--- src/rtl/essr_pkg.sv ---
// Package for the encoder speed step regulator.
// Widths, reset values, register indexes, event codes and shared types.
// No dependencies.
`timescale 1ns / 1ps
`default_nettype none

package essr_pkg;

	localparam int unsigned WORD_W    = 16;
	localparam int unsigned MODE_W    = 2;
	localparam int unsigned SAMPLE_W  = 12;
	localparam int unsigned PPR_W     = 6;
	localparam int unsigned RPR_W     = 8;
	localparam int unsigned STEP_W    = 10;
	localparam int unsigned CFG_IDX_W = 3;
	localparam int unsigned CFG_DAT_W = 16;

	localparam logic [WORD_W-1:0] WINDOW_TICKS_RST = 16'd101;
	localparam logic [PPR_W-1:0]  PULSES_PER_REV_RST = 6'd20;
	localparam logic [RPR_W-1:0]  RPM_PER_REV_RST = 8'd60;
	localparam logic [STEP_W-1:0] DUTY_STEP_RST = 10'd10;
	localparam logic [WORD_W-1:0] DUTY_INITIAL_RST = 16'd350;
	localparam logic [WORD_W-1:0] DUTY_MAX_RST = 16'd1000;
	localparam logic [WORD_W-1:0] FULL_SCALE_RST = 16'd13000;

	localparam logic [WORD_W-1:0] WORD_MAX     = 16'hFFFF;
	localparam logic [12:0]       ADC_FULL     = 13'd4095;
	localparam logic [WORD_W-1:0] TARGET_FLOOR = 16'd100;
	localparam logic [WORD_W-1:0] TARGET_SUBST = 16'd50;

	typedef enum logic [CFG_IDX_W-1:0] {
		REG_WINDOW_TICKS   = 3'd0,
		REG_PULSES_PER_REV = 3'd1,
		REG_RPM_PER_REV    = 3'd2,
		REG_DUTY_STEP      = 3'd3,
		REG_DUTY_INITIAL   = 3'd4,
		REG_DUTY_MAX       = 3'd5,
		REG_FULL_SCALE     = 3'd6
	} cfg_idx_t;

	typedef enum logic [MODE_W-1:0] {
		MODE_TICK  = 2'd0,
		MODE_PULSE = 2'd1,
		MODE_ADC   = 2'd2
	} mode_t;

	// outcome of a closed measurement window
	typedef struct packed {
		logic [WORD_W-1:0] rpm;
		logic [WORD_W-1:0] duty;
	} window_res_t;

endpackage

`default_nettype wire

--- src/rtl/essr_target_scale.sv ---
// ADC reading to target speed: sample * full_scale / 4095, small targets forced to 50.
// Division by 4095 uses the 2^12-1 identity, no divider. Depends on essr_pkg.
`timescale 1ns / 1ps
`default_nettype none

module essr_target_scale import essr_pkg::*; (
	input  wire logic [SAMPLE_W-1:0] sample,
	input  wire logic [WORD_W-1:0]   full_scale,
	output      logic [WORD_W-1:0]   target
);

	logic [27:0] prod;
	logic [16:0] s1;
	logic [12:0] s2;
	logic [16:0] quo;

	// p = a*4096 + b = a*4095 + (a+b); fold twice, then one compare
	always_comb begin
		prod = 28'(sample) * 28'(full_scale);
		s1   = 17'(prod[27:12]) + 17'(prod[11:0]);
		s2   = 13'(s1[16:12]) + 13'(s1[11:0]);
		quo  = 17'(prod[27:12]) + 17'(s1[16:12]) + 17'(s2 >= ADC_FULL);
		if (quo[15:0] < TARGET_FLOOR) begin
			target = TARGET_SUBST;
		end else begin
			target = quo[15:0];
		end
	end

endmodule

`default_nettype wire

--- config.mk ---
export PLATFORM = sky130hd
export DESIGN_NAME = essr_target_scale
export DESIGN_NICKNAME = d
export VERILOG_FILES = /design/src/rtl/essr_pkg.sv /design/src/rtl/essr_target_scale.sv
export SDC_FILE = /design/constraint.sdc
export NUM_CORES = 1
export LEC_CHECK = 0
export BUFFER_PORTS_ARGS = -buffer_cell sky130_fd_sc_hd__buf_2
export CORE_MARGIN = 2
export CORE_UTILIZATION = 52
export DETAILED_ROUTE_END_ITERATION = 16
export PLACE_DENSITY = 0.72
export SYNTH_ARGS = -nofsm -noshare
export SYNTH_HDL_FRONTEND = slang
export SYNTH_SLANG_ARGS = --single-unit
--- constraint.sdc ---
create_clock -name vclk -period 34.4
set_input_delay 1.72 -clock vclk [all_inputs]
set_output_delay 1.72 -clock vclk [all_outputs]
set_load 0.01 [all_outputs]
Word-level counts from Yosys, hierarchy flattened. Cells that the tools add are included.

Register bits: 0.

Add/sub/neg operators: 4. $mul: 1. Magnitude comparators: 2. Multiplexer cells: 1.

Operators by type and width (number): 12-bit by 16-bit multiplier with 28-bit output (1); 16-bit by 12-bit adder with 17-bit output (1); 16-bit by 1-bit adder with 16-bit output (1); 16-bit by 5-bit adder with 16-bit output (1); 16-bit by 7-bit less-than comparator with 1-bit output (second input constant) (1); 16-bit 2-to-1 mux (1); 5-bit by 12-bit adder with 13-bit output (1); 13-bit by 12-bit greater-or-equal comparator with 1-bit output (second input constant) (1).

Logic depth before layout (Yosys ltp).
Depth after elaboration: 7. Mapped depth: 48. Depth with buffers taken out: 47.

Least setup slack after synthesis. Ideal clock, no wire load.

Kind: in2out. Start: input sample[5]. End: output target[4]. Arrival: 11684 ps. Data required time: 32680 ps. Path slack: 20996 ps. Stages: 46. Cell sequence: clkbuf_1 > nand2_1 > fa_1 > fa_1 > inv_1 > ha_1 > fa_1 > inv_1 > fa_1 > inv_1 > ha_1 > a21o_1 > a221oi_2 > o21bai_1 > a21oi_1 > xnor2_1 > ha_1 > inv_1 > (+10 left out) > nand2b_1 > xor2_1 > inv_1 > ha_1 > ha_1 > a21o_1 > a31oi_1 > nand2_1 > a2111oi_0 > o21ai_1 > fa_1 > nor2b_1 > and2_1 > a2111o_1 > o311a_1 > o211ai_1 > or3b_1 > o31ai_1.

Longest elaborated chain between the ends: 7.

Ends and longest elaborated chain: start, declared (line essr_target_scale.sv:7) `input wire logic [SAMPLE_W-1:0] sample,`; 12-bit by 16-bit multiplier with 28-bit output (*) (line essr_target_scale.sv:19) `prod = 28'(sample) * 28'(full_scale);`; 16-bit by 12-bit adder with 17-bit output (line essr_target_scale.sv:20) `s1 = 17'(prod[27:12]) + 17'(prod[11:0]);`; 5-bit by 12-bit adder with 13-bit output (line essr_target_scale.sv:21) `s2 = 13'(s1[16:12]) + 13'(s1[11:0]);`; 13-bit by 12-bit greater-or-equal comparator with 1-bit output (line essr_target_scale.sv:22) `quo = 17'(prod[27:12]) + 17'(s1[16:12]) + 17'(s2 >= ADC_FULL);`; 16-bit by 1-bit adder with 16-bit output (*) (line essr_target_scale.sv:22); 16-bit by 7-bit less-than comparator with 1-bit output (line essr_target_scale.sv:23) `if (quo[15:0] < TARGET_FLOOR) begin`; 16-bit 2-to-1 mux (*) (line essr_target_scale.sv:23); end, declared (line essr_target_scale.sv:9) `output logic [WORD_W-1:0] target`.

Mark *: on every way between the ends. The rest lies on a longest branch, timed or not.

Worst setup path in the final report.
Start: input sample[5]. End: output target[2].

Same word-level chain as after synthesis.

==> impl_metrics.env <==
export IMPL_status="complete, no violations"
export IMPL_hpwlAfterDp_mm=16.2
export IMPL_rows=45
export IMPL_worst_path_stages=46
export IMPL_cp_common_cell="fa_1"
export IMPL_avgSynthCellArea_um2=8.06
export IMPL_min_path_type="in2out"
export IMPL_clkbuf_count=0
export IMPL_drtPass1Iterations=7
export IMPL_diodes=0
export IMPL_drcViolationCount=0
export IMPL_maxCapViolCount=0
export IMPL_relSlewSlack_pct=38.3
export IMPL_start_kind="input port"
export IMPL_multiInputGateArea_mm2=0.00730
export IMPL_holdPathStages=8
export IMPL_cp_required_ns=32.68
export IMPL_synthDistinctLibCells=87
export IMPL_max_freq_mhz=68.4
export IMPL_gp_congestion=0.936
export IMPL_core_mm2=0.0153
export IMPL_hold_viol=0
export IMPL_die_w_um=130
export IMPL_ant_nets=0
export IMPL_regArea_um2=0
export IMPL_vias_per_cell=5.64
export IMPL_layout_common_cells="200 x inv_1, 167 x nand2_1, 142 x fa_1, 85 x ha_1, 69 x and2_1"
export IMPL_portBuffers=44
export IMPL_final_common_cell="inv_1"
export IMPL_vias=6982
export IMPL_worst_slew_pin_slew_ns=0.911
export IMPL_finalSetupViolCount=0
export IMPL_timing_final_crit_period_ns=14.61
export IMPL_ys_seq_area_share_pct=0
export IMPL_postLayoutCoreUtil_pct=55.8
export IMPL_fillCellCount=1460
export IMPL_rsz0062_at_grt="no"
export IMPL_overflow=0
export IMPL_ios=44
export IMPL_post_cts_setup_buffer_count=0
export IMPL_post_drt_wl_per_cell_um=15.8
export IMPL_syn_num_nets=1272
export IMPL_critPathMaxFanout=16
export IMPL_area_growth_pct=4.21
export IMPL_grt_pass1_wl_mm=35.1
export IMPL_drt_iter0_drc=382
export IMPL_crit_arrival_ns=12.89
export IMPL_end_kind="output port"
export IMPL_antenna_found_initial=0
export IMPL_post_cts_resized=0
export IMPL_cpPeakStageDelay_ns=0.53
export IMPL_initial_core_util_pct=53.5
export IMPL_final_nets=1284
export IMPL_syn_instance_count=1017
export IMPL_crit_slowest_cell="fa_1"
export IMPL_critPathKind="in2out"
export IMPL_cp_buffers_inverters=7
export IMPL_drv_slew=0
export IMPL_syn_area_mm2=0.00820
export IMPL_grt_start_max_net_pins=17
export IMPL_period_share_pct=42.5
export IMPL_globalRouteTotalUtil_pct=25.4
export IMPL_setup_tns_ns=0
export IMPL_design_seq_count=0
export IMPL_drive_above_1_share_pct=7.59
export IMPL_postCtsHoldBufs=0
export IMPL_dieArea_mm2=0.0168
export IMPL_dieHeight_um=130
export IMPL_path_delay_family="adder cells"
export IMPL_drt_total_wl_mm=19.6
export IMPL_yosysWarningCount=0
export IMPL_grt_pass1_vias=7276
-- cell usage after synthesis, types with 3 or more instances --
| cell | count | area share (%) |
|---|---|---|
| nor3b_1 | 3 | 0.27 |
| and3_1 | 9 | 0.69 |
| a211o_1 | 6 | 0.64 |
| clkbuf_1 | 29 | 1.3 |
| a21boi_0 | 4 | 0.37 |
| fa_1 | 142 | 35 |
| a31oi_1 | 11 | 0.84 |
| and2_1 | 69 | 5.3 |
| xor2_1 | 11 | 1.2 |
| nor3_1 | 14 | 0.85 |
| o31a_1 | 3 | 0.32 |
| a41oi_1 | 3 | 0.32 |
| a21o_1 | 18 | 1.6 |
| a211oi_1 | 13 | 1.2 |
| o21a_1 | 8 | 0.73 |
| nand2_1 | 167 | 7.6 |
| o211ai_1 | 8 | 0.73 |
| or2_2 | 3 | 0.23 |
| nor2b_1 | 6 | 0.46 |
| inv_1 | 200 | 9.2 |
| o31ai_1 | 6 | 0.55 |
| nor2_1 | 18 | 0.82 |
| ha_1 | 85 | 13 |
| a21oi_1 | 29 | 1.8 |
| a311o_1 | 3 | 0.37 |
| nand3_1 | 12 | 0.73 |
| o21bai_1 | 3 | 0.27 |
| a2111oi_0 | 4 | 0.43 |
| nand2b_1 | 3 | 0.23 |
| xnor2_1 | 29 | 3.1 |
| o21ai_0 | 21 | 1.3 |
| nand4_1 | 6 | 0.46 |
-- per-layer routing --
metal | vias to the layer above | GRT usage, % | routed length [um]
met4 | 0 | 2.66 | 154
met2 | 199 | 43.1 | 9140
li1 | 3315 | - | -
met1 | 3454 | 37.0 | 9330
met5 | - | 0 | 0
met3 | 14 | 1.53 | 925
-- cells by family after synthesis --
family	share of synthesized area [%]
adder cells (fa/ha/maj)	47.8
AND/OR/NAND/NOR	20.3
XOR/XNOR	4.75
buffers and inverters	10.9
AO/OA/AOI/OAI	16.0
multiplexers	0.259
-- cell type report --
class                           count  share of cell area [%]
Inverter                          202                    8.87
Multi-Input combinational cell    781                    85.5
Tap cell                          211                    3.09
Timing Repair Buffer               44                    2.58
-- worst min-delay path, delay by kind of cell --
family                   cells  cell delay [ns]
XOR/XNOR                     2             0.35
AND/OR/NAND/NOR              3             0.54
adder cells (fa/ha/maj)      1             0.19
buffers and inverters        2             0.35
-- stage by stage --
| stage | instances | instance area [um^2] | setup WS [ns] | hold slack [ns] |
|---|---|---|---|---|
| floorplan | 1017 | 8200 | 21.00 | 4.30 |
| global placement | 1238 | 8540 | 19.88 | 4.88 |
| detailed placement | 1238 | 8540 | 19.80 | 4.89 |
| CTS | 1238 | 8540 | 19.78 | 4.87 |
| global route | 1238 | 8540 | 18.76 | 4.98 |
| finish | 1238 | 8540 | 19.79 | 4.88 |
-- path summary, 6_finish.rpt --
check                   endpoint  slack (ns)            from
worst max-delay path   target[2]       19.79       sample[5]
worst min-delay path  target[15]        4.88  full_scale[15]
Power is not shown: default switching activity piles up to over one toggle a cycle in this logic, so the estimate is an artifact.
