--- src/rtl/essr_pkg.sv ---
// Package for the encoder speed step regulator.
// Widths, reset values, register indexes, event codes and shared types.
// No dependencies.
`timescale 1ns / 1ps
`default_nettype none

package essr_pkg;

	localparam int unsigned WORD_W    = 16;
	localparam int unsigned MODE_W    = 2;
	localparam int unsigned SAMPLE_W  = 12;
	localparam int unsigned PPR_W     = 6;
	localparam int unsigned RPR_W     = 8;
	localparam int unsigned STEP_W    = 10;
	localparam int unsigned CFG_IDX_W = 3;
	localparam int unsigned CFG_DAT_W = 16;

	localparam logic [WORD_W-1:0] WINDOW_TICKS_RST = 16'd101;
	localparam logic [PPR_W-1:0]  PULSES_PER_REV_RST = 6'd20;
	localparam logic [RPR_W-1:0]  RPM_PER_REV_RST = 8'd60;
	localparam logic [STEP_W-1:0] DUTY_STEP_RST = 10'd10;
	localparam logic [WORD_W-1:0] DUTY_INITIAL_RST = 16'd350;
	localparam logic [WORD_W-1:0] DUTY_MAX_RST = 16'd1000;
	localparam logic [WORD_W-1:0] FULL_SCALE_RST = 16'd13000;

	localparam logic [WORD_W-1:0] WORD_MAX     = 16'hFFFF;
	localparam logic [12:0]       ADC_FULL     = 13'd4095;
	localparam logic [WORD_W-1:0] TARGET_FLOOR = 16'd100;
	localparam logic [WORD_W-1:0] TARGET_SUBST = 16'd50;

	typedef enum logic [CFG_IDX_W-1:0] {
		REG_WINDOW_TICKS   = 3'd0,
		REG_PULSES_PER_REV = 3'd1,
		REG_RPM_PER_REV    = 3'd2,
		REG_DUTY_STEP      = 3'd3,
		REG_DUTY_INITIAL   = 3'd4,
		REG_DUTY_MAX       = 3'd5,
		REG_FULL_SCALE     = 3'd6
	} cfg_idx_t;

	typedef enum logic [MODE_W-1:0] {
		MODE_TICK  = 2'd0,
		MODE_PULSE = 2'd1,
		MODE_ADC   = 2'd2
	} mode_t;

	// outcome of a closed measurement window
	typedef struct packed {
		logic [WORD_W-1:0] rpm;
		logic [WORD_W-1:0] duty;
	} window_res_t;

endpackage

`default_nettype wire

--- src/rtl/essr_window_close.sv ---
// Window close: RPM from revolutions (saturating) and one duty step toward target.
// Depends on essr_pkg.
`timescale 1ns / 1ps
`default_nettype none

module essr_window_close import essr_pkg::*; (
	input  wire logic [WORD_W-1:0] rev_count,
	input  wire logic [RPR_W-1:0]  rpm_per_rev,
	input  wire logic [WORD_W-1:0] target,
	input  wire logic [WORD_W-1:0] duty,
	input  wire logic [STEP_W-1:0] duty_step,
	input  wire logic [WORD_W-1:0] duty_max,
	output      window_res_t       res
);

	logic [23:0]       prod;
	logic [WORD_W-1:0] rpm;
	logic [WORD_W:0]   d;

	always_comb begin
		prod = 24'(rev_count) * 24'(rpm_per_rev);
		rpm  = (prod[23:16] != '0) ? WORD_MAX : prod[15:0];
		if (rpm < target) begin
			d = 17'(duty) + 17'(duty_step);
		end else if (rpm > target) begin
			d = (duty > 16'(duty_step)) ? 17'(duty - 16'(duty_step)) : '0;
		end else begin
			d = 17'(duty);
		end
		res.rpm  = rpm;
		res.duty = (d > 17'(duty_max)) ? duty_max : d[15:0];
	end

endmodule

`default_nettype wire

--- config.mk ---
export PLATFORM = sky130hd
export DESIGN_NAME = essr_window_close
export DESIGN_NICKNAME = d
export VERILOG_FILES = /design/src/rtl/essr_pkg.sv /design/src/rtl/essr_window_close.sv
export SDC_FILE = /design/constraint.sdc
export NUM_CORES = 1
export LEC_CHECK = 0
export ABC_CLOCK_PERIOD_IN_PS = 14100
export BUFFER_PORTS_ARGS = -buffer_cell sky130_fd_sc_hd__buf_2
export CAP_MARGIN = 20
export CORE_MARGIN = 3
export CORE_UTILIZATION = 61
export DETAILED_ROUTE_END_ITERATION = 6
export GPL_ROUTABILITY_DRIVEN = 0
export PLACE_DENSITY = 0.85
export SYNTH_ARGS = -nofsm -noshare
export SYNTH_HDL_FRONTEND = slang
export SYNTH_SLANG_ARGS = --single-unit
--- constraint.sdc ---
create_clock -name vclk -period 14.1
set_clock_uncertainty 0.15 [all_clocks]
set_input_delay 1.41 -clock vclk [all_inputs]
set_output_delay 1.41 -clock vclk [all_outputs]
set_load 0.01 [all_outputs]
## Word-level counts from Yosys, hierarchy flattened

Index checks and enable logic that the tools add are counted.

- Logic and storage cells: 13
- Register bits after elaboration: 0
- Input bits: 82

- Add/subtract/negate cells: 2
- Muxes and demuxes: 5
- Order comparisons: 4
- Multipliers: 1
- Reduce and logical (&&, ||, !) cells: 1

Operator list:

| kind | number |
|---|---|
| 17-bit two-way mux | 3 |
| 16-bit two-way mux | 2 |
| 16-bit by 8-bit multiplier with 24-bit output | 1 |
| 16-bit by 10-bit adder with 17-bit output | 1 |
| 17-bit by 16-bit greater-than comparator with 1-bit output | 1 |
| 16-bit by 10-bit subtractor with 17-bit output | 1 |
| 16-bit by 10-bit greater-than comparator with 1-bit output | 1 |
| 16-bit greater-than comparator | 1 |
| 16-bit < comparator | 1 |
| 8-bit nonzero test | 1 |

## Depth between registers and ports, before layout

Gate-level depths: netlist of run 1.

- Word-level depth: 8
- Gate-level depth with buffers: 42
- Depth with buffers taken out: 35

## Worst setup path before layout of run 1

Ideal clock, no wire load.

- Path kind: input -> output
- Start point: input rpm_per_rev[6]
- End point: output res[10] (netlist name)
- Buffers on the path: 8
- Stages: 39
- Slack: 1.844 ns
- Arrival: 10.696 ns
- Data required time: 12.540 ns
- Cells stage by stage: clkbuf_1 -> and2_1 -> fa_1 -> fa_1 -> fa_1 -> inv_1 -> fa_1 -> inv_1 -> ha_1 -> buf_2 -> a21o_1 -> a21oi_1 -> or3_1 -> o211a_1 -> a2111oi_0 -> mux2i_1 -> and2_1 -> clkbuf_1 -> (+3 left out) -> nor2b_1 -> o211ai_1 -> a2111oi_0 -> or3_1 -> clkbuf_1 -> clkbuf_1 -> buf_1 -> a22oi_1 -> ha_1 -> a21o_1 -> a211oi_1 -> a21oi_1 -> a2111oi_0 -> a21oi_1 -> o21a_1 -> nor3_4 -> buf_8 -> mux2_4

RTL lines:

| what | RTL line | source |
|---|---|---|
| start: declaration | essr_window_close.sv:8 | `input wire logic [RPR_W-1:0] rpm_per_rev,` |
| end: declaration | essr_window_close.sv:13 | `output window_res_t res` |

==> impl_metrics.py, run 1 <==
metrics = {
    "hold_path": {
        "hold_path_class": "in2out",
    },
    "route": {
        "num_vias": 6631,
        "firstDrtPassIters": 5,
        "drc_errors": 0,
        "ant_nets": 0,
        "drt_wl_total_um": 17200,
        "drt-initial-drc-count": 476,
        "wl_per_cell_um": 15.2,
        "viasPerCell": 5.86,
    },
    "timing": {
        "max_freq_mhz": 75.1,
        "setup_violations": 0,
        "period_share_pct": 94.4,
        "tightest_slew_ns": 0.941,
        "fin_setup_tns_ns": 0,
        "hold_ws_ns": 2.99,
        "drv_slew": 0,
        "rsz0062_at_grt": "no",
        "hold_violations": 0,
        "max-slew-margin-rel_pct": 37.1,
        "fin_crit_ns": 13.31,
    },
    "final_layout": {
        "fill_cells": 888,
        "instances_no_fill": 1131,
        "area_delta_synth_final_pct": 9.97,
        "num-clock-buffers": 0,
        "nNetsFinal": 1257,
        "seq_cells": 0,
        "n_antenna_cell": 0,
        "regArea_um2": 0,
        "drive_above_1_share_pct": 15.3,
    },
    "floorplan": {
        "io_pins": 114,
        "start_util_pct": 63.3,
        "rows": 38,
        "die_h_um": 113,
        "fp.dieW_um": 113,
        "die_area_um2": 12700,
        "core_region_area_um2": 11000,
    },
    "synth": {
        "ys_types": 61,
        "synth_area_um2": 6950,
        "syn_nets": 1163,
        "ys_warn_count": 0,
        "avgSynthCellArea_um2": 7.73,
        "seq_area_frac_synth_pct": 0,
        "syn-instance-count": 899,
    },
    "run_status": {
        "status": "finished, final reports clean",
    },
    "place": {
        "io_buffers": 114,
        "dpl.cell_count": 1130,
        "dp_hpwl_um": 14500,
    },
    "power": {
        "pwr_density_cell_nw_per_um2": 128,
        "ir_worst_vdd_uv": 209,
        "leakage_nw": 3.86,
    },
    "worst_setup_path": {
        "cpMaxStageDelayCell": "or4_1",
        "required_ns": 12.54,
        "critPathKind": "in2out",
        "critPathCaptureType": "output port",
        "max_stage_delay_ns": 0.84,
        "worstPathArrival_ns": 11.75,
        "critPathMaxFanout": 17,
        "start_kind": "primary input",
        "cp_common_cell": "fa_1",
    },
    "global_route": {
        "grt_max_degree": 24,
        "grt_use_total_pct": 27.9,
        "antenna_found_initial": 0,
        "grt_pass1_wl_um": 30700,
        "grt_overflow": 0,
        "grt_pass1_vias": 6799,
    },
    "job": {
        "drv_cap": 0,
    },
    "clock_tree": {
        "hold_buffers": 0,
    },
}
==> what timing repair did <==
| item | 4_1_cts | 5_1_grt |
|---|---|---|
| buffers inserted | 0 | 0 |
| gates resized for setup | 0 | 1 |
| endpoints found under the setup margin | 0 | 8 |
==> metal layers <==
metal | GRT usage, % | share of wire [%] | vias up
met5 | 0 | 0 | -
met4 | 5.13 | 1.8 | 0
met3 | 2.30 | 6.7 | 36
met2 | 48.9 | 49 | 247
met1 | 38.2 | 42 | 3129
li1 | - | - | 3219
==> cell usage after synthesis, types with 7 or more instances <==
| library cell | number | area share, % |
|---|---|---|
| a21o_1 | 12 | 1.3 |
| a21oi_1 | 47 | 3.4 |
| and2_1 | 102 | 9.2 |
| clkbuf_1 | 22 | 1.2 |
| fa_1 | 86 | 25 |
| ha_1 | 96 | 17 |
| inv_1 | 153 | 8.3 |
| mux2_2 | 7 | 1.1 |
| mux2_4 | 9 | 1.9 |
| nand2_1 | 81 | 4.4 |
| nand2b_1 | 12 | 1.1 |
| nand3_1 | 17 | 1.2 |
| nand4_1 | 18 | 1.6 |
| nor2_1 | 34 | 1.8 |
| nor2b_1 | 7 | 0.63 |
| nor3_1 | 10 | 0.72 |
| nor4_1 | 20 | 1.8 |
| o211ai_1 | 8 | 0.86 |
| o21a_1 | 13 | 1.4 |
| o21ai_0 | 24 | 1.7 |
| xnor2_1 | 10 | 1.3 |
| xor2_1 | 9 | 1.1 |
==> final timing paths <==
path,from,end,slack [ns],cells past startpoint
setup / recovery,rpm_per_rev[6],res[3],0.79,34
hold / removal,duty_max[9],res[9],2.99,3
==> kinds of logic after synthesis <==
family	share of synthesized area (%)
fa+ha+maj	42.0
mux	3.94
simple gates	26.2
buf+inv	10.1
xor+xnor	2.39
compound gates	15.3
==> metrics by stage <==
stage               setup WS (ns)  total power [mW]  area (um2)  utilization (%)
global route               0.0229              1.11        7650             69.6
floorplan                    1.84             0.735        6950                -
global placement            0.950             0.956        7640             69.5
CTS                         0.615             0.970        7640             69.5
detailed placement          0.660             0.962        7640             69.5
finish                      0.793             0.979        7650             69.6
==> critical path, delay by kind of cell <==
family                   cells  cell delay [ns]
adder cells (fa/ha/maj)      7             3.15
AND/OR/NAND/NOR              8             3.14
AO/OA/AOI/OAI               12             2.68
buffers and inverters        5             0.77
multiplexers                 2             0.59
==> where the power goes <==
group          internal, mW  switching (mW)
Combinational         0.386           0.592
Clock                     0               0
Sequential                0               0
==> cell usage in the layout, fill, tap and decap left out, types with 5 or more instances in the layout <==
master,n
nor4b_1,5
o31ai_1,6
nor2_1,34
nand2b_1,12
a21oi_1,47
ha_1,96
a211oi_1,6
nand2_1,81
inv_1,153
a2111oi_0,5
o21a_1,13
a211o_1,5
buf_2,114
o21ai_0,24
nor2b_1,7
nand3_1,17
xor2_1,9
nor4_1,19
fa_1,86
a21o_1,12
and2_1,102
nor3_1,9
and3_1,5
mux2_2,7
xnor2_1,10
o211ai_1,8
mux2i_1,6
nand4_1,18
buf_4,8
mux2_4,9
==> layout make-up <==
class / instances / area [um2] / area share (%)
multi-input cells: 716 / 6270 / 82.0
repair buffers: 122 / 631 / 8.25
inverters: 153 / 574 / 7.51
well taps: 140 / 175 / 2.29
Power figures use the tool's default switching activity.
==> run 2: changes to the inputs <==
Settings changed: PLACE_DENSITY 0.85 to not set, PLACE_DENSITY_LB_ADDON set to 0.08.
==> run 2 against run 1 <==
Combinational power shrank 0.5%; non-clock buffer count did not move; global-route usage is 0.34 points lower; total power down 0.43%; wire length shrank 0.93%; critical endpoint is now res[4]; largest power group unchanged; final cell count did not move; via count shrank 0.27%; die area unchanged.
==> impl_metrics.py, run 2 (synthesis results as in run 1) <==
metrics = {
    "clock_tree": {
        "postCtsSetupBuffers": 0,
        "hold_buffers": 0,
        "post_cts_resized": 0,
    },
    "timing": {
        "fin_setup_tns_ns": 0,
        "hold_violations": 0,
        "fin_crit_ns": 13.12,
        "max_freq_mhz": 76.2,
        "setup_violations": 0,
        "drv_slew": 0,
        "rsz0062_at_grt": "no",
        "max-slew-margin-rel_pct": 36.1,
        "period_share_pct": 93.1,
        "tightest_slew_ns": 0.947,
    },
    "global_route": {
        "grt_pass1_vias": 6555,
        "grt_use_total_pct": 27.6,
        "grt_pass1_wl_um": 30100,
        "grt_overflow": 0,
        "antenna_found_initial": 0,
        "grt_max_degree": 18,
    },
    "power": {
        "p_switching_mw": 0.591,
        "p_int_mw": 0.383,
        "seq_power_share_pct": 0,
        "netSwitchingFraction_pct": 60.7,
        "clkPwrFrac_pct": 0,
        "pwr_density_cell_nw_per_um2": 127,
        "p_comb_share_pct": 100.0,
        "ir_worst_vdd_uv": 106,
        "finalPower_mw": 0.974,
        "leakage_nw": 3.86,
    },
    "route": {
        "ant_nets": 0,
        "wl_per_cell_um": 15.0,
        "drt_wl_total_um": 17000,
        "met3_length_um": 946,
        "drc_errors": 0,
        "top_layer": "met4",
        "met2_length_um": 7790,
        "viasPerCell": 5.85,
        "met1Wirelength_um": 8140,
        "num_vias": 6613,
        "firstDrtPassIters": 5,
        "drt-initial-drc-count": 405,
    },
    "final_layout": {
        "nNetsFinal": 1257,
        "drive_above_1_share_pct": 15.2,
        "layout_common_cells": "inv_1, buf_2, and2_1",
        "fill_cells": 993,
        "num-clock-buffers": 0,
        "seq_cells": 0,
        "mostFrequentLayoutCell": "inv_1",
        "n_antenna_cell": 0,
        "regArea_um2": 0,
        "area_delta_synth_final_pct": 9.92,
    },
    "worst_setup_path": {
        "critPathKind": "in2out",
        "required_ns": 12.54,
        "max_stage_delay_ns": 0.70,
        "cpMaxStageDelayCell": "a2111oi_0",
        "worstPathArrival_ns": 11.56,
        "start_kind": "primary input",
        "cp_common_cell": "fa_1",
        "critPathCaptureType": "output port",
        "critPathMaxFanout": 16,
    },
    "floorplan": {
        "rows": 38,
        "io_pins": 114,
        "start_util_pct": 63.3,
        "core_region_area_um2": 11000,
        "die_area_um2": 12700,
        "fp.dieW_um": 113,
        "die_h_um": 113,
    },
    "run_status": {
        "status": "finished, final reports clean",
    },
    "job": {
        "drv_cap": 0,
    },
    "place": {
        "io_buffers": 114,
        "dp_hpwl_um": 14600,
    },
    "hold_path": {
        "hold_path_class": "in2out",
    },
}
==> run 2: power groups by stage <==
stage	logic, mW	clock network [mW]	registers [mW]
6_report	0.974	0	0
3_3_place_gp	0.949	0	0
2_1_floorplan	0.735	0	0
4_1_cts	0.959	0	0
3_5_place_dp	0.949	0	0
5_1_grt	1.10	0	0
==> run 2: area by class of cell <==
cell class	count	area, um2	share of cell area [%]
multi-input cells	716	6260	82.0
repair buffers	122	628	8.22
well taps	140	175	2.29
inverters	153	574	7.51
==> run 2: through the flow <==
step	setup slack (ns)	hold slack [ns]	util, %	cell area, um2	instances
floorplan	1.84	2.79	-	6950	899
global placement	1.32	2.99	69.5	7640	1130
detailed placement	1.10	3.00	69.5	7640	1130
CTS	1.04	3.00	69.5	7640	1130
global route	0.147	3.01	69.6	7640	1131
finish	0.975	2.99	69.6	7640	1131
==> run 2: layer usage <==
| layer | vias to the layer above | global-route usage (%) |
|---|---|---|
| met1 | 3146 | 42.0 |
| met4 | 0 | 2.88 |
| met3 | 16 | 1.34 |
| met5 | - | 0 |
| li1 | 3225 | - |
| met2 | 226 | 45.1 |
==> run 2: critical path: cells and delay by family <==
family	cells	cell delay, ns
buffers and inverters	6	1.06
adders and majority gates	7	2.97
and+or+nand+nor	8	1.80
AOI/OAI and AO/OA	15	3.92
muxes	1	0.37
==> run 2: path summary, 6_finish.rpt <==
check / from / endpoint / slack, ns / cells after the start
setup / recovery: rpm_per_rev[6] / res[4] / 0.98 / 37
hold / removal: duty_max[9] / res[9] / 2.99 / 3
==> run 3: changes to the inputs <==
Settings changed: ABC_CLOCK_PERIOD_IN_PS 14100 to 15200, CORE_UTILIZATION 61 to 30, SETUP_SLACK_MARGIN set to 0.02.
Clock period 14.1 ns to 15.2 ns, I/O delays scaled along.
==> run 3 against run 2 <==
Global-route usage shrank 11 points; wire length grew 21%; combinational power shrank 3.8%; non-clock buffer count shrank 1; final area grew 2.4%; critical endpoint is now res[3]; critical path depth shrank 3; first-iteration DRC count shrank 16%; clock-buffer cell count is the same.
==> impl_metrics.py, run 3 (synthesis results as in run 1) <==
metrics = {
    "worst_setup_path": {
        "worstPathArrival_ns": 12.43,
        "required_ns": 13.53,
        "max_stage_delay_ns": 0.74,
        "critPathKind": "in2out",
        "cp_common_cell": "fa_1",
        "path_buf_inv": 4,
        "cpMaxStageDelayCell": "nor3_4",
        "critPathCaptureType": "output port",
        "critical_path.top_delay_family": "compound AO/OA/AOI/OAI gates",
        "critPathMaxFanout": 22,
        "start_kind": "primary input",
    },
    "final_layout": {
        "instances_no_fill": 1275,
        "nNetsFinal": 1256,
        "regArea_um2": 0,
        "final_core_util_pct": 34.5,
        "n_antenna_cell": 0,
        "multi_input_area_um2": 6270,
        "num-clock-buffers": 0,
        "seq_cells": 0,
        "area_delta_synth_final_pct": 12.6,
        "layout_common_cells": "inv_1, buf_2, and2_1",
        "drive_above_1_share_pct": 15.3,
        "mostFrequentLayoutCell": "inv_1",
        "fill_cells": 2518,
    },
    "route": {
        "ant_nets": 0,
        "firstDrtPassIters": 5,
        "drt-initial-drc-count": 339,
        "wl_per_cell_um": 16.2,
        "num_vias": 6425,
        "drc_errors": 0,
        "viasPerCell": 5.04,
        "drt_wl_total_um": 20600,
    },
    "timing": {
        "max_freq_mhz": 70.9,
        "period_share_pct": 92.8,
        "fin_crit_ns": 14.10,
        "hold_ws_ns": 3.22,
        "tightest_slew_ns": 1.01,
        "fin_ws_ns": 1.10,
        "fin_setup_tns_ns": 0,
        "hold_violations": 0,
        "rsz0062_at_grt": "no",
        "max-slew-margin-rel_pct": 32.6,
        "drv_slew": 0,
        "setup_violations": 0,
    },
    "hold_path": {
        "hold_end": "res[9]",
        "hold_path_class": "in2out",
        "hold-path-cell-count": 3,
        "min-delay-start": "duty_max[9]",
    },
    "global_route": {
        "grt_overflow": 0,
        "grt_use_total_pct": 16.4,
        "antenna_found_initial": 0,
        "grt_pass1_vias": 6630,
        "grt_max_degree": 23,
        "grt_pass1_wl_um": 33800,
    },
    "power": {
        "leakage_nw": 3.86,
        "pwr_density_cell_nw_per_um2": 120,
        "ir_worst_vdd_uv": 113,
    },
    "floorplan": {
        "die_area_um2": 25000,
        "io_pins": 114,
        "die_h_um": 158,
        "rows": 55,
        "start_util_pct": 30.6,
        "core_region_area_um2": 22700,
        "fp.dieW_um": 158,
    },
    "clock_tree": {
        "postCtsSetupBuffers": 0,
        "post_cts_resized": 0,
        "hold_buffers": 0,
    },
    "job": {
        "drv_cap": 0,
    },
    "place": {
        "dpl.cell_count": 1275,
        "dp_hpwl_um": 17500,
        "pre_cts_ws_ns": 1.21,
        "io_buffers": 114,
    },
    "run_status": {
        "status": "finished, final reports clean",
    },
}
-- run 3: how the worst max path moves through the flow --
stage / from / endpoint / cells past startpoint
2_1_floorplan: rpm_per_rev[6] / res[10] / 39
3_3_place_gp: rpm_per_rev[4] / res[2] / 33
3_5_place_dp: rpm_per_rev[6] / res[3] / 33
4_1_cts: rpm_per_rev[6] / res[3] / 33
5_1_grt: rpm_per_rev[7] / res[2] / 34
6_report: rpm_per_rev[7] / res[3] / 34
-- run 3: final cells by class --
| cell class | instances | area share [%] |
|---|---|---|
| Timing Repair Buffer | 121 | 7.96 |
| Multi-Input combinational cell | 716 | 80.1 |
| Inverter | 153 | 7.34 |
| Tap cell | 285 | 4.56 |
-- run 3: metrics by stage --
stage / power [mW] / area, um2
after floorplan: 0.682 / 6950
after global placement: 0.954 / 7820
after detailed placement: 0.937 / 7830
after CTS: 0.946 / 7830
after global routing: 1.07 / 7830
final: 0.937 / 7830
-- run 3: metal layers --
layer	track usage [%]	vias to the layer above	routed length, um
met3	0.410	7	365
met4	0.369	0	66
met1	22.5	3127	9610
met2	30.4	76	10600
met5	0	-	0
li1	-	3215	-
-- run 3: power breakdown --
part           leakage [nW]  internal, mW  total (mW)  switching [mW]
logic                  3.86         0.357       0.937           0.580
registers                 0             0           0               0
clock network             0             0           0               0
